## src/rtl/core/base64_stream_encoder_assert.svh

```systemverilog
// Assertion macros for the base64 stream encoder.
// Checks are compiled out when SYNTHESIS is defined.
`ifndef BASE64_STREAM_ENCODER_ASSERT_SVH
`define BASE64_STREAM_ENCODER_ASSERT_SVH

`ifndef SYNTHESIS

// Checked at every edge out of reset.
`define B64E_ASSERT(lbl, clk, rst_n, prop) \
  lbl: assert property (@(posedge clk) disable iff (!rst_n) prop) \
    else $error("b64e assertion failed");

// Checked at every edge, reset included.
`define B64E_ASSERT_ALWAYS(lbl, clk, prop) \
  lbl: assert property (@(posedge clk) prop) \
    else $error("b64e assertion failed");

`else

`define B64E_ASSERT(lbl, clk, rst_n, prop)
`define B64E_ASSERT_ALWAYS(lbl, clk, prop)

`endif

`endif

```

## src/rtl/core/b64e_pkg.sv

```systemverilog
package b64e_pkg;

  // Input word: one raw byte plus end-of-message flag
  typedef struct packed {
    logic [7:0] data_byte;
    logic       end_of_message;
  } in_word_t;

  // Output word: one character plus last-of-group flag
  typedef struct packed {
    logic [7:0] code_char;
    logic       run_last;
  } out_word_t;

  // One 24-bit group ready for coding, with its pad count (0 to 2)
  typedef struct packed {
    logic [23:0] word;
    logic [1:0]  npad;
  } grp_t;

  // Group queue between front and back
  localparam int GQ_DEPTH = 2;
  localparam int GQ_PTR_W = $clog2(GQ_DEPTH);
  localparam int GQ_CNT_W = $clog2(GQ_DEPTH + 1);

  // Character codes
  localparam logic [7:0] CHAR_UPPER_A = 8'h41;
  localparam logic [7:0] CHAR_LOWER_A = 8'h61;
  localparam logic [7:0] CHAR_DIGIT_0 = 8'h30;
  localparam logic [7:0] CHAR_PLUS    = 8'h2B;
  localparam logic [7:0] CHAR_SLASH   = 8'h2F;
  localparam logic [7:0] CHAR_PAD     = 8'h3D;

  localparam logic [5:0] SEXTET_LOWER = 6'd26;
  localparam logic [5:0] SEXTET_DIGIT = 6'd52;
  localparam logic [5:0] SEXTET_PLUS  = 6'd62;

  // Map a sextet to its alphabet character
  function automatic logic [7:0] b64_char(input logic [5:0] v);
    logic [7:0] ch;
    if (v < SEXTET_LOWER) begin
      ch = CHAR_UPPER_A + {2'b00, v};
    end else if (v < SEXTET_DIGIT) begin
      ch = CHAR_LOWER_A + {2'b00, v - SEXTET_LOWER};
    end else if (v < SEXTET_PLUS) begin
      ch = CHAR_DIGIT_0 + {2'b00, v - SEXTET_DIGIT};
    end else if (v == SEXTET_PLUS) begin
      ch = CHAR_PLUS;
    end else begin
      ch = CHAR_SLASH;
    end
    return ch;
  endfunction

endpackage

```

## src/rtl/core/b64e_front.sv

```systemverilog
`include "base64_stream_encoder_assert.svh"

module b64e_front (
  input  logic               clk,
  input  logic               rst_n,
  input  logic               push,
  input  b64e_pkg::in_word_t in_word,
  output logic               full,
  input  logic               gq_full,
  output logic               gq_wr,
  output b64e_pkg::grp_t     gq_wdata
);
  import b64e_pkg::*;

  logic [15:0] bits_r, bits_nxt;
  logic [1:0]  cnt_r, cnt_nxt;
  logic        accept;

  assign full   = gq_full;
  assign accept = push && !gq_full;

  // Close a group on the third byte or on end of message
  always_comb begin
    gq_wr    = accept && ((cnt_r == 2'd2) || in_word.end_of_message);
    bits_nxt = bits_r;
    cnt_nxt  = cnt_r;
    case (cnt_r)
      2'd0: begin
        gq_wdata.word = {in_word.data_byte, 16'h0000};
        gq_wdata.npad = 2'd2;
      end
      2'd1: begin
        gq_wdata.word = {bits_r[7:0], in_word.data_byte, 8'h00};
        gq_wdata.npad = 2'd1;
      end
      default: begin
        gq_wdata.word = {bits_r, in_word.data_byte};
        gq_wdata.npad = 2'd0;
      end
    endcase
    if (accept) begin
      if (gq_wr) begin
        bits_nxt = 16'h0000;
        cnt_nxt  = 2'd0;
      end else begin
        bits_nxt = {bits_r[7:0], in_word.data_byte};
        cnt_nxt  = cnt_r + 2'd1;
      end
    end
  end

  always_ff @(posedge clk) begin
    if (!rst_n) begin
      bits_r <= 16'h0000;
      cnt_r  <= 2'd0;
    end else begin
      bits_r <= bits_nxt;
      cnt_r  <= cnt_nxt;
    end
  end

  // A full group is always handed off, so the count stays below three
  `B64E_ASSERT(a_cnt_range, clk, rst_n, cnt_r != 2'd3)

endmodule

```

## src/rtl/core/b64e_gq.sv

```systemverilog
`include "base64_stream_encoder_assert.svh"

module b64e_gq (
  input  logic           clk,
  input  logic           rst_n,
  input  logic           wr,
  input  b64e_pkg::grp_t wdata,
  output logic           full,
  input  logic           rd,
  output logic           not_empty,
  output b64e_pkg::grp_t rdata
);
  import b64e_pkg::*;

  grp_t                mem_r [GQ_DEPTH];
  logic [GQ_PTR_W-1:0] wr_ptr_r, rd_ptr_r;
  logic [GQ_CNT_W-1:0] cnt_r;

  assign full      = (cnt_r == GQ_CNT_W'(GQ_DEPTH));
  assign not_empty = (cnt_r != '0);
  assign rdata     = mem_r[rd_ptr_r];

  // Storage, no reset needed
  always_ff @(posedge clk) begin
    if (wr) begin
      mem_r[wr_ptr_r] <= wdata;
    end
  end

  // Pointers and fill count
  always_ff @(posedge clk) begin
    if (!rst_n) begin
      wr_ptr_r <= '0;
      rd_ptr_r <= '0;
      cnt_r    <= '0;
    end else begin
      if (wr) begin
        wr_ptr_r <= (wr_ptr_r == GQ_PTR_W'(GQ_DEPTH - 1)) ? '0 : wr_ptr_r + 1'b1;
      end
      if (rd) begin
        rd_ptr_r <= (rd_ptr_r == GQ_PTR_W'(GQ_DEPTH - 1)) ? '0 : rd_ptr_r + 1'b1;
      end
      case ({wr, rd})
        2'b10:   cnt_r <= cnt_r + 1'b1;
        2'b01:   cnt_r <= cnt_r - 1'b1;
        default: cnt_r <= cnt_r;
      endcase
    end
  end

  `B64E_ASSERT(a_no_overflow, clk, rst_n, wr |-> !full)
  `B64E_ASSERT(a_no_underflow, clk, rst_n, rd |-> not_empty)
  `B64E_ASSERT(a_cnt_bound, clk, rst_n, cnt_r <= GQ_CNT_W'(GQ_DEPTH))

endmodule

```

## src/rtl/core/b64e_back.sv

```systemverilog
`include "base64_stream_encoder_assert.svh"

module b64e_back (
  input  logic                clk,
  input  logic                rst_n,
  input  logic                gq_valid,
  input  b64e_pkg::grp_t      gq_rdata,
  output logic                gq_rd,
  output b64e_pkg::out_word_t out_word,
  output logic                empty,
  input  logic                pop
);
  import b64e_pkg::*;

  logic [1:0] k_r, k_nxt;
  logic       valid_r, valid_nxt;
  out_word_t  word_r, word_nxt;
  logic       load;
  logic [5:0] sextet;
  logic       is_pad;

  assign empty    = !valid_r;
  assign out_word = word_r;
  assign load     = gq_valid && (!valid_r || pop);
  assign gq_rd    = load && (k_r == 2'd3);

  // Pick the sextet for the current character, top down
  always_comb begin
    case (k_r)
      2'd0:    sextet = gq_rdata.word[23:18];
      2'd1:    sextet = gq_rdata.word[17:12];
      2'd2:    sextet = gq_rdata.word[11:6];
      default: sextet = gq_rdata.word[5:0];
    endcase
    is_pad = ({1'b0, k_r} + {1'b0, gq_rdata.npad}) > 3'd3;
  end

  // Output register, refilled whenever a group is waiting and the register is free or being taken
  always_comb begin
    valid_nxt = valid_r;
    word_nxt  = word_r;
    k_nxt     = k_r;
    if (load) begin
      valid_nxt          = 1'b1;
      word_nxt.code_char = is_pad ? CHAR_PAD : b64_char(sextet);
      word_nxt.run_last  = (k_r == 2'd3);
      k_nxt              = k_r + 2'd1;
    end else if (pop && valid_r) begin
      valid_nxt = 1'b0;
    end
  end

  always_ff @(posedge clk) begin
    if (!rst_n) begin
      valid_r <= 1'b0;
      k_r     <= 2'd0;
    end else begin
      valid_r <= valid_nxt;
      k_r     <= k_nxt;
    end
    word_r <= word_nxt;
  end

  // Retiring a group restarts the character index
  `B64E_ASSERT(a_group_restart, clk, rst_n, gq_rd |=> (k_r == 2'd0))

endmodule

```

## src/rtl/core/base64_stream_encoder.sv

```systemverilog
// Channel  | Handshake            | Word                      | Direction
// ---------+----------------------+---------------------------+----------
// input    | push / full          | in_word (byte, end flag)  | in
// result   | empty / pop          | out_word (char, last)     | out
//
// One byte is taken per cycle while the group queue has room; each group
// yields four characters from the output register, one per cycle while
// pop keeps taking them. The character emitter sets the sustained rate.
// A closed group enters the group queue, then feeds the output register.
// Synchronous active-low reset clears the partial group, queue and output.
// A stalled pop holds the current character; full rises when the queue fills.

module base64_stream_encoder (
  input  logic                clk,
  input  logic                rst_n,
  input  logic                push,
  input  b64e_pkg::in_word_t  in_word,
  output logic                full,
  output b64e_pkg::out_word_t out_word,
  output logic                empty,
  input  logic                pop
);
  import b64e_pkg::*;

  logic gq_full;
  logic gq_wr;
  grp_t gq_wdata;
  logic gq_rd;
  logic gq_valid;
  grp_t gq_rdata;

  // Front: packs bytes into groups
  b64e_front u_front (
    .clk      (clk),
    .rst_n    (rst_n),
    .push     (push),
    .in_word  (in_word),
    .full     (full),
    .gq_full  (gq_full),
    .gq_wr    (gq_wr),
    .gq_wdata (gq_wdata)
  );

  // Group queue
  b64e_gq u_gq (
    .clk       (clk),
    .rst_n     (rst_n),
    .wr        (gq_wr),
    .wdata     (gq_wdata),
    .full      (gq_full),
    .rd        (gq_rd),
    .not_empty (gq_valid),
    .rdata     (gq_rdata)
  );

  // Back: codes one character per cycle while its output is free or popped
  b64e_back u_back (
    .clk      (clk),
    .rst_n    (rst_n),
    .gq_valid (gq_valid),
    .gq_rdata (gq_rdata),
    .gq_rd    (gq_rd),
    .out_word (out_word),
    .empty    (empty),
    .pop      (pop)
  );

endmodule
```

## config.mk

```make
export PLATFORM = sky130hd
export DESIGN_NAME = base64_stream_encoder
export DESIGN_NICKNAME = d
export VERILOG_FILES = /design/src/rtl/core/b64e_pkg.sv /design/src/rtl/core/b64e_front.sv /design/src/rtl/core/b64e_gq.sv /design/src/rtl/core/b64e_back.sv /design/src/rtl/core/base64_stream_encoder.sv
export VERILOG_INCLUDE_DIRS = /design/src /design/src/rtl/core
export SDC_FILE = /design/constraint.sdc
export NUM_CORES = 1
export LEC_CHECK = 0
export BUFFER_PORTS_ARGS = -buffer_cell sky130_fd_sc_hd__buf_2
export CORE_ASPECT_RATIO = 1.75
export CORE_UTILIZATION = 40
export CTS_BUF_LIST = sky130_fd_sc_hd__clkbuf_16
export CTS_CLUSTER_SIZE = 12
export DETAILED_ROUTE_END_ITERATION = 10
export GPL_ROUTABILITY_DRIVEN = 0
export HOLD_SLACK_MARGIN = 0.15
export SLEW_MARGIN = 20
export SYNTH_ARGS = -nofsm -noshare
export SYNTH_HDL_FRONTEND = slang
export SYNTH_SLANG_ARGS = --single-unit
```

## constraint.sdc

```tcl
create_clock -name clk -period 5.9 [get_ports clk]
set_clock_uncertainty 0.15 [all_clocks]
set_input_delay 0.295 -clock clk [delete_from_list [all_inputs] [get_ports clk]]
set_output_delay 0.295 -clock clk [all_outputs]
set_load 0.02 [all_outputs]
```

# Word-level counts from Yosys, hierarchy flattened
# Memory sizes are Yosys's and may differ from the RTL's. A register that Yosys moved wholly into a read port is not among the register bits.
# Cells that the tools add are included.
# Widths: inputs -> output; s select.
# word_totals
ff_bits,34
ramBits,52
in_bits,13
out_inout_bits,11
elab_cells,66
mem_count,1
# memory_table
memory,words,width,rd,rd_clocked_by_memory_dff,write_ports,line,text
u_gq.mem_r,2,26,1,1,1,b64e_gq.sv:15,grp_t mem_r [GQ_DEPTH];
# classes
addsub,12
magnitude_cmp,4
n_eq_ne,9
mux,17
n_reduce_logical,14
# ops
op,count
$pmux 26 s2,1
$mux 8,3
$pmux 6 s3,1
$add 7x6->8 const A,2
$mux 16,1
$lt 6x6->1 const B,2
$eq 2x2->1 const B,5
$mux 1,8
$add 6x6->7 const A,1
$add 2x1->2 const B,3
$eq 2x1->1 const B,3
$eq 6x6->1 const B,1
$lt 6x5->1 const B,1
$reduce_bool 2->1,3
$sub 6x5->6 const B,1
$sub 6x6->6 const B,1
$logic_and 1x1->1,5
$logic_not 2->1,2
$pmux 2 s2,1
$add 2x2->3,1
$gt 3x2->1 const B,1
$mux 3,1
$add 1x1->1 const B,2
$logic_not 1->1,2
3 further kinds,4

# Logic depth before layout (Yosys ltp)
# Gate-level depths: netlist of the first run.
# logic_depth
depth_word,7
depth_mapped,13

# Hierarchy
# A second synthesis of the first run with hierarchy kept.
# hier_totals
cells_unflattened,352
area_unflattened_um2,4307.9
# by_module_without_submodules
module,instances,cells_each,area_per_inst_um2,seq_area_each_um2
b64e_gq,1,103,2088.3,1661.6
b64e_back,1,135,1212.4,330.3
b64e_front,1,114,1007.2,360.3

# Worst setup path before layout of the first run
# Ideal clock, no wire load.
# synth_path
path_type,flip-flop to flip-flop
startpoint,register u_gq.cnt_r[0]
endpoint,"memory u_gq.mem_r[0][0] (netlist bit), enable pin"
t_arrival_ns,2.295
path_slack_ns,3.046
stages_incl_launch_ff,6
synth_period_minus_slack_ns,2.854
path_cell_list,dfxtp_1 nand2b_1 and2_1 clkbuf_1 o21ai_0 nor2_1
# synth_via
elab_chain_cells,6
# synth_rtl
item,line,text
from (decl),b64e_gq.sv:17,logic [GQ_CNT_W-1:0] cnt_r;
from (signal assigned),b64e_gq.sv:44,2'b10: cnt_r <= cnt_r + 1'b1;
from (signal assigned),b64e_gq.sv:45,2'b01: cnt_r <= cnt_r - 1'b1;
from (signal assigned),b64e_gq.sv:46,default: cnt_r <= cnt_r;
$eq 2x2->1,b64e_gq.sv:19,assign full = (cnt_r == GQ_CNT_W'(GQ_DEPTH));
$logic_not 1->1,b64e_front.sv:20,assign accept = push && !gq_full;
$logic_and 1x1->1,b64e_front.sv:20,
$logic_and 1x1->1,b64e_front.sv:24,gq_wr = accept && ((cnt_r == 2'd2) || in_word.end_of_message);
$mux 1,b64e_gq.sv:25,if (wr) begin
$mux 1 (implied by the code),b64e_gq.sv:26,mem_r[wr_ptr_r] <= wdata;
to (decl),b64e_gq.sv:15,
# Every way passes these cells.

# Worst setup path in the final report of the first run
# layout_path
startpoint,register u_back.k_r[0]
endpoint,"register u_back.word_r (netlist bit u_back.out_word[4]), data pin"
# layout_via
elab_chain_cells,7
elab_cells_between_ends,17
classes_between,add/sub (6); order compare (4); eq/ne (2); mux (4); reduce/logical (1)
# layout_rtl
item,line,text
from (decl),b64e_back.sv:15,"logic [1:0] k_r, k_nxt;"
from (signal assigned),b64e_back.sv:59,k_r <= k_nxt;
"$eq 2x2->1, or another cell as far along",b64e_back.sv:29,case (k_r)
$pmux 6 s3,b64e_back.sv:29,
$sub 6x6->6,b64e_pkg.sv:46,"ch = CHAR_DIGIT_0 + {2'b00, v - SEXTET_DIGIT};"
$add 6x6->7,b64e_pkg.sv:46,
$mux 8,b64e_pkg.sv:45,end else if (v < SEXTET_PLUS) begin
$mux 8,b64e_pkg.sv:43,end else if (v < SEXTET_DIGIT) begin
$mux 8,b64e_pkg.sv:41,if (v < SEXTET_LOWER) begin
to (signal assigned),b64e_back.sv:61,word_r <= word_nxt;
to (decl),b64e_back.sv:17,"out_word_t word_r, word_nxt;"
# Several ways; a longest one is shown, not always the timed one.
# A chain may end at the register's enable or synchronous reset.

==> results of run 1 <==
## cell usage after synthesis (2+ instances only)
master	n
sky130_fd_sc_hd__a211o_1	2
sky130_fd_sc_hd__a211oi_1	2
sky130_fd_sc_hd__a21boi_0	19
sky130_fd_sc_hd__a21o_1	2
sky130_fd_sc_hd__a21oi_1	3
sky130_fd_sc_hd__a222oi_1	4
sky130_fd_sc_hd__a22oi_1	17
sky130_fd_sc_hd__and2_1	13
sky130_fd_sc_hd__buf_2	2
sky130_fd_sc_hd__buf_4	3
sky130_fd_sc_hd__buf_6	2
sky130_fd_sc_hd__clkbuf_1	11
sky130_fd_sc_hd__dfxtp_1	26
sky130_fd_sc_hd__edfxtp_1	61
sky130_fd_sc_hd__ha_1	18
sky130_fd_sc_hd__inv_1	14
sky130_fd_sc_hd__mux2_2	2
sky130_fd_sc_hd__mux2i_1	5
sky130_fd_sc_hd__nand2_1	61
sky130_fd_sc_hd__nand2b_1	9
sky130_fd_sc_hd__nand3_1	26
sky130_fd_sc_hd__nand3_2	2
sky130_fd_sc_hd__nor2_1	13
sky130_fd_sc_hd__nor2b_1	6
sky130_fd_sc_hd__nor3_1	4
sky130_fd_sc_hd__nor4_1	2
sky130_fd_sc_hd__o211ai_1	2
sky130_fd_sc_hd__o21ai_0	11
sky130_fd_sc_hd__o21ai_1	2
sky130_fd_sc_hd__or3_1	4
sky130_fd_sc_hd__xnor2_1	12
sky130_fd_sc_hd__xor2_1	5
## worst max-delay path by stage
stage | start | endpoint | slack, ns | cells past startpoint
finish | u_back.k_r[0] | u_back.out_word[4] | 2.69 | 10
CTS | u_back.k_r[1] | u_back.out_word[4] | 2.69 | 9
global route | u_back.k_r[1] | u_back.out_word[4] | 2.41 | 9
global placement | u_back.k_r[1] | u_back.out_word[4] | 2.83 | 9
detailed placement | u_back.k_r[1] | u_back.out_word[4] | 2.71 | 9
floorplan | u_gq.cnt_r[0] | u_gq.mem_r[0][0] | 3.05 | 5
## cell type report
class	count	area share
clock buffers	9	0.0469
well taps	127	0.0331
clock inverters	7	0.0187
repair buffers	35	0.0469
inverters	14	0.0109
multi-input cells	260	0.354
flip-flops and latches	87	0.489
## repair_timing
| action | CTS | global route |
|---|---|---|
| gates resized for setup | 0 | 0 |
| hold buffers | 8 | 0 |
| hold endpoints to repair | 10 | 0 |
## metrics by stage
stage	worst slack (ns)	utilization	cells	hold WS, ns
global route	2.41	0.470	539	0.224
detailed placement	2.71	0.431	515	0.306
CTS	2.69	0.469	539	0.176
global placement	2.83	0.430	515	0.299
finish	2.69	0.470	539	0.203
floorplan	3.05	-	379	0.291
## sequential cells by signal, indices dropped and copies added, names as in the netlist, named ones only
| signal | flops |
|---|---|
| u_back.k_r | 2 |
| u_gq.rd_ptr_r | 1 |
| u_gq.cnt_r | 2 |
| u_front.bits_r | 16 |
| u_back.out_word | 9 |
| u_gq.wr_ptr_r | 1 |
| u_gq.mem_r | 52 |
| u_back.valid_r | 1 |
| u_front.cnt_r | 2 |
## report_power, final
part	switching [mW]	internal (mW)	total, mW
Sequential	0.0133	0.698	0.712
Clock	0.226	0.367	0.593
Combinational	0.187	0.121	0.309
## critical path, stage by stage (launching register included)
cell	delay, ns
sky130_fd_sc_hd__dfxtp_1	0.35
sky130_fd_sc_hd__inv_1	0.13
sky130_fd_sc_hd__ha_1	0.43
sky130_fd_sc_hd__a22oi_1	0.16
sky130_fd_sc_hd__nand3_1	0.12
sky130_fd_sc_hd__nand3_2	0.20
sky130_fd_sc_hd__ha_1	0.30
sky130_fd_sc_hd__or3_1	0.51
sky130_fd_sc_hd__nor3_1	0.23
sky130_fd_sc_hd__a211oi_1	0.08
sky130_fd_sc_hd__a211o_1	0.29
## layout by cell type (no fill, tap or decap), drive strengths merged, types with 6 or more instances in the layout
master	synthesis	final
and2	13	13
inv	14	15
nor2	13	13
ha	18	18
nand2b	9	9
nand2	61	61
mux2i	6	6
nor2b	6	6
o21ai	13	13
edfxtp	61	61
buf	7	27
dlygate4sd3	0	8
a21boi	19	19
clkbuf	11	9
nand3	28	28
dfxtp	26	26
xnor2	12	12
a22oi	17	17
## metal layers
| layer | up-vias | wire length, microns | GRT usage | part of all wire |
|---|---|---|---|---|
| met5 | - | 0 | 0 | 0 |
| met4 | 0 | 362 | 0.116 | 0.044 |
| met3 | 24 | 240 | 0.0245 | 0.029 |
| met2 | 63 | 4570 | 0.317 | 0.55 |
| met1 | 1324 | 3090 | 0.176 | 0.37 |
| li1 | 1421 | - | - | - |
## logic make-up after synthesis
group                    count (synthesis)  share of synthesized area
XOR/XNOR                                17                     0.0355
multiplexers                             9                     0.0260
AND/OR/NAND/NOR                        143                      0.163
buffers and inverters                   32                     0.0355
AO/OA/AOI/OAI                           73                      0.126
adder cells (fa/ha/maj)                 18                     0.0537
flip-flops                              87                      0.561
==> flow_results.org, run 1 <==
** Synthesis
- Of all cell types, the one taking the most synthesized area is sky130_fd_sc_hd__edfxtp_1.
- A synthesized cell averages between 10 and 15 sq um.
- The share of synthesized area in the top cell type comes to 0.437.
- Yosys mapped a number of flops with a built-in enable equal to 61.
- Synth area leaders :: sky130_fd_sc_hd__edfxtp_1, sky130_fd_sc_hd__dfxtp_1, sky130_fd_sc_hd__nand2_1, sky130_fd_sc_hd__ha_1, sky130_fd_sc_hd__a21boi_0
- The number of nets handed over by synthesis was 410.
- Among all flip-flop cells after synthesis, the most frequent one is sky130_fd_sc_hd__edfxtp_1.
- Of all flip-flops after synthesis, the portion carrying an async set or reset was 0.
- After synthesis, the netlist uses 46 different library cells.
- Summing every instance area after synthesis gives 4190 sq um.
- Synthesis handed over a netlist of 379 instances.
- For this run, the register share of the synthesized area comes to 0.561.
- The Yosys step of the flow raised 0 warnings.
- Synthesis inferred 87 register bits.

** Worst hold path
- Hold Crit Start :: pop
- For hold timing, the worst endpoint is u_back.valid_r.
- The min-delay analysis places its worst path in the category input pin to flop.
- The worst hold path was traced through 3 stages.

** Final layout
- Net count, final :: 438
- Synth-to-Final Area Change :: 14.6%
- Diodes inserted :: 0
- Cell area after layout :: 4810 sq um
- Fill cells in the final layout number around 960.
- The sequential cells in the finished layout cover a total of between 2000 and 2500 sq um.
- Of the cells placed in the final design, the portion with a size suffix greater than 1 is 0.126.
- Area used by multi-input combinational logic :: between 1500 and 2000 sq um

** GRT
- Pin count of the biggest net entering global routing :: 28
- The number of global-route vias before repair was 2811.
- The first global-routing pass estimated 13900 microns of wire.
- After global routing the overflow that remains totals 0.
- The initial antenna violation count came to 0.
- Across every metal layer, demand over resource in global routing totals 0.172.

** Timing
- Derived from the worst setup path, the maximum achievable clock frequency is 311 MHz.
- The max-slew violation count came to 0.
- The hold violation total from the final report was 0.
- At the pin with the least slew margin, the transition time is 0.950 ns.
- Crit share post-route :: 0.544
- Adding up every negative setup slack in the final design gives 0 ns.
- Remaining max-slew budget at the tightest pin :: 0.365
- Final setup violating endpoints :: 0
- The clock period could shrink to 3.21 ns.
- Setup repair after global routing left no endpoint under its margin.

** Die
- In this run the count of I/O pins placed on the die edge is 24.
- Effective utilization at floorplan :: 0.410
- The die covers 10900 sq um.
- Die Wd :: 79.4 microns
- Floorplan core area :: between 10000 and 15000 sq um
- Count of standard-cell rows :: 49
- Vertical die dimension :: 137 microns

** Status
- The flow ran to the end, and the final reports show no timing, DRC or antenna violations.

** Clock network
- CTS tree :: built
- Post-CTS setup buffers :: 0
- After clock tree synthesis, the clock-pin slew on the worst setup and hold paths is ~0.060 ns.
- Clock tree synthesis selected as its root buffer the cell sky130_fd_sc_hd__clkbuf_16.
- The clock drives 87 sinks.
- Longest Clk Path Bufs :: 2
- Number of buffers created by CTS :: 9
- Number of H-tree levels :: 3
- Worst-skew pair later-pin latency :: around 0.34 ns

** Place
- Number of buffers added on ports :: 23
- Once placement finished, the instance area stood at 4410 sq um.
- Post-detail-place hpwl :: between 6000 and 7000 microns

** Setup path
- STA classifies the critical path endpoint as a flop.
- The number of cells on the worst reg-to-reg path is 10.
- Crit path kind :: flop to flop
- Data required, critical path :: 5.84 ns
- STA classifies the critical path startpoint as a flop.
- The endpoint identified for the worst register-to-register timing path is u_back.out_word[4].
- The startpoint identified for the worst register-to-register timing path is u_back.k_r[0].
- Register-to-register setup slack :: ~2.7 ns
- Maximum fanout along the worst path :: 12
- Data on the critical path arrives at its endpoint at approximately 3.2 ns.

** Detailed routing
- Initial drt markers :: 120
- Vias per cell :: 5.25
- In the routed design, unresolved DRC markers number 0.
- Routed wirelength normalized by instance count :: about 15 microns
- Via count :: 2832
- DRT antenna net count :: 0
- The first detailed-routing pass ran for 4 iterations.
- Aggregate routed wire length :: 8270 microns

** Power
- Summed over all cells, the static leakage comes to 1.75 nW.
- Worst VDD drop :: 193 uV
- Post-route total power :: 1.61 mW
- Pwr dens :: 336 nW/um^2

** Job
- Max-capacitance violation count :: 0
Note: power is estimated with default switching activity, not from simulation.
==> run 2, diff against run 1 <==
==> constraint.sdc (replaced) <==
create_clock -name clk -period 2.6 [get_ports clk]
set_clock_uncertainty 0.15 [all_clocks]
set_input_delay 0.13 -clock clk [delete_from_list [all_inputs] [get_ports clk]]
set_output_delay 0.13 -clock clk [all_outputs]
set_load 0.02 [all_outputs]
==> flow_results.org, run 2 (same netlist as run 1, synthesis figures left out) <==
** Status
- Outcome :: complete, but fails checks
- Violated checks :: setup timing

** Final layout
- Leading cell types in the layout, fill and taps excluded :: sky130_fd_sc_hd__edfxtp_1, sky130_fd_sc_hd__nand2_1, sky130_fd_sc_hd__buf_4
- In the final layout, the share of cells above drive strength 1 is 0.259.
- Filler cell count :: 886
- Net count, final :: slightly below 500
- The library cell used most frequently in the layout, excluding fill and tap cells, is sky130_fd_sc_hd__edfxtp_1.
- 0 antenna diodes ended up in the layout.
- At the end of the flow the core is filled with cells to 0.528.
- Number of flip-flops under the largest register name :: 52
- The register with the most flip-flops in the final layout is u_gq.mem_r.
- Cell area after layout :: around 5400 sq um
- Number of standard cells in the final layout excluding fillers :: 586
- Synth-to-Final Area Change :: 28.9%

** Power
- Static leakage power :: 2.03 nW
- Total power for the finished layout comes to 3.85 mW.
- VDD sags by at most slightly below 400 uV.
- Pwr dens :: 712 nW/um^2

** Place
- Pre-CTS WS :: -0.129 ns
- The placed instances occupy a cell area of 4720 sq um.
- Port buffering added 23 buffers.
- Including well taps, the total number of placed cells is 543.
- Post-detail-place hpwl :: 6470 microns

** Timing
- Of the available clock period, the critical path in the final layout requires 1.04.
- Setup TNS after final layout :: -0.397 ns
- Minimum clock period :: 2.70 ns
- Hold Fails Final Rpt :: 0
- Once routing completed, OpenROAD measured the worst setup slack at -0.103 ns.
- Setup repair after global routing could not meet its margin everywhere.
- Transition time at the pin with the least slew margin :: 0.633 ns
- Fmax :: 370 MHz
- The worst pin sits at a relative slew slack of 0.573.
- Worst hold-check slack :: 0.172 ns
- Final setup violating endpoints :: 7
- The max-slew violation count is 0.

** Clock network
- No sink is reached through more buffers than the 2 on the longest clock path.
- The clock reaches the later pin of the worst-skew pair after 0.33 ns.
- Clock Pin Slew Worst Setup and Hold Paths :: 0.06 ns
- Clock tree synthesis found a total of 87 sinks.
- Counting the buffers created by CTS gives 9.
- TritonCTS built the clock tree.
- The tree is rooted in a sky130_fd_sc_hd__clkbuf_16.
- The H-tree generated during clock tree synthesis spans 3 levels.

** Detailed routing
- The final layout contains routed wiring with a total length of 8950 microns.
- In the final routed layout, each cell accounts on average for 15.3 microns.
- The count of nets left with antenna violations once routing finished came out at 0.
- For this block, the initial DRC count from the detailed router was 98.
- Remaining DRCs :: 0
- The first detailed-routing pass ran for 4 iterations.
- Vias per cell :: 5.17
- Via count :: between 3000 and 4000

** Setup path
- Crit. End Element :: flop
- STA puts the critical path data arrival time at between 2 and 3 ns.
- Maximum fanout along the worst path :: 5
- The critical path is of the flop to flop type.
- Data required, critical path :: 2.62 ns
- Type of element launching the critical path :: flop

** GRT
- The number of global-route vias before repair came to 2921.
- Entering global routing, the biggest net connects 28 pins.
- First-pass GRT wire length :: roughly 14000 microns
- The initial antenna violation count is 0.
- Residual overflow from global routing :: 0
- Combined global-route utilization of all metal layers :: 0.176

** Die
- Vertical die dimension :: 137 microns
- After floorplanning, the core was sized to cover 10200 sq um.
- Die Wd :: between 70 and 80 microns
- The die covers ~11000 sq um.
- Row generation in the floorplan step produced 49 rows.
- Ports :: 24
- For this configuration, the core starts out at a cell density of 0.410.

** Worst hold path
- The path class of the tightest hold or removal check is input pin to flop.

** Job
- The tool flagged a number of max-cap violations equal to 0.
==> run 2: final timing paths <==
kind	depth (start not counted)	to	slack, ns	startpoint
worst max-delay path	10	u_back.out_word[6]	-0.10	u_back.k_r[0]
worst min-delay path	5	u_front.cnt_r[1]	0.17	in_word[0]
worst max register to register	10	u_back.out_word[6]	-0.10	u_back.k_r[0]
worst min register to register	2	u_front.bits_r[11]	0.31	u_front.bits_r[11]
==> run 2: what timing repair did <==
item	in CTS	in global routing
hold endpoints to repair	74	0
resized for setup	21	10
pin swaps	18	9
buffers inserted	7	1
hold buffers	19	0
setup endpoints to repair	6	8
==> run 2: critical path, cell delays in order (launching register included) <==
cell	delay, ns
sky130_fd_sc_hd__dfxtp_4	0.39
sky130_fd_sc_hd__inv_4	0.06
sky130_fd_sc_hd__ha_4	0.17
sky130_fd_sc_hd__buf_4	0.14
sky130_fd_sc_hd__a222oi_1	0.40
sky130_fd_sc_hd__o21ai_1	0.12
sky130_fd_sc_hd__mux2i_2	0.24
sky130_fd_sc_hd__xor2_1	0.21
sky130_fd_sc_hd__ha_2	0.32
sky130_fd_sc_hd__a21o_1	0.16
sky130_fd_sc_hd__o31ai_1	0.18
==> run 2: power by group <==
part / total, mW / switching (mW) / leakage [nW] / internal (mW)
Clock: 1.27 / 0.515 / 0.153 / 0.759
Combinational: 0.957 / 0.505 / 1.09 / 0.452
Sequential: 1.62 / 0.0348 / 0.791 / 1.59
==> run 2: area by class of cell <==
class                   count  area, sq um  area share
clock buffers              11          275      0.0509
clock inverters             5         28.8     0.00532
inverters                  14         55.1      0.0102
multi-input cells         260         1900       0.352
flip-flops and latches     87         2360       0.436
well taps                 127          159      0.0294
repair buffers             82          626       0.116
==> run 2: metal layers <==
layer,vias to the layer above,track usage,part of all wire
met5,-,0,0
met4,0,0.0980,0.027
met3,16,0.0298,0.022
met2,48,0.339,0.58
met1,1456,0.174,0.37
li1,1511,-,-
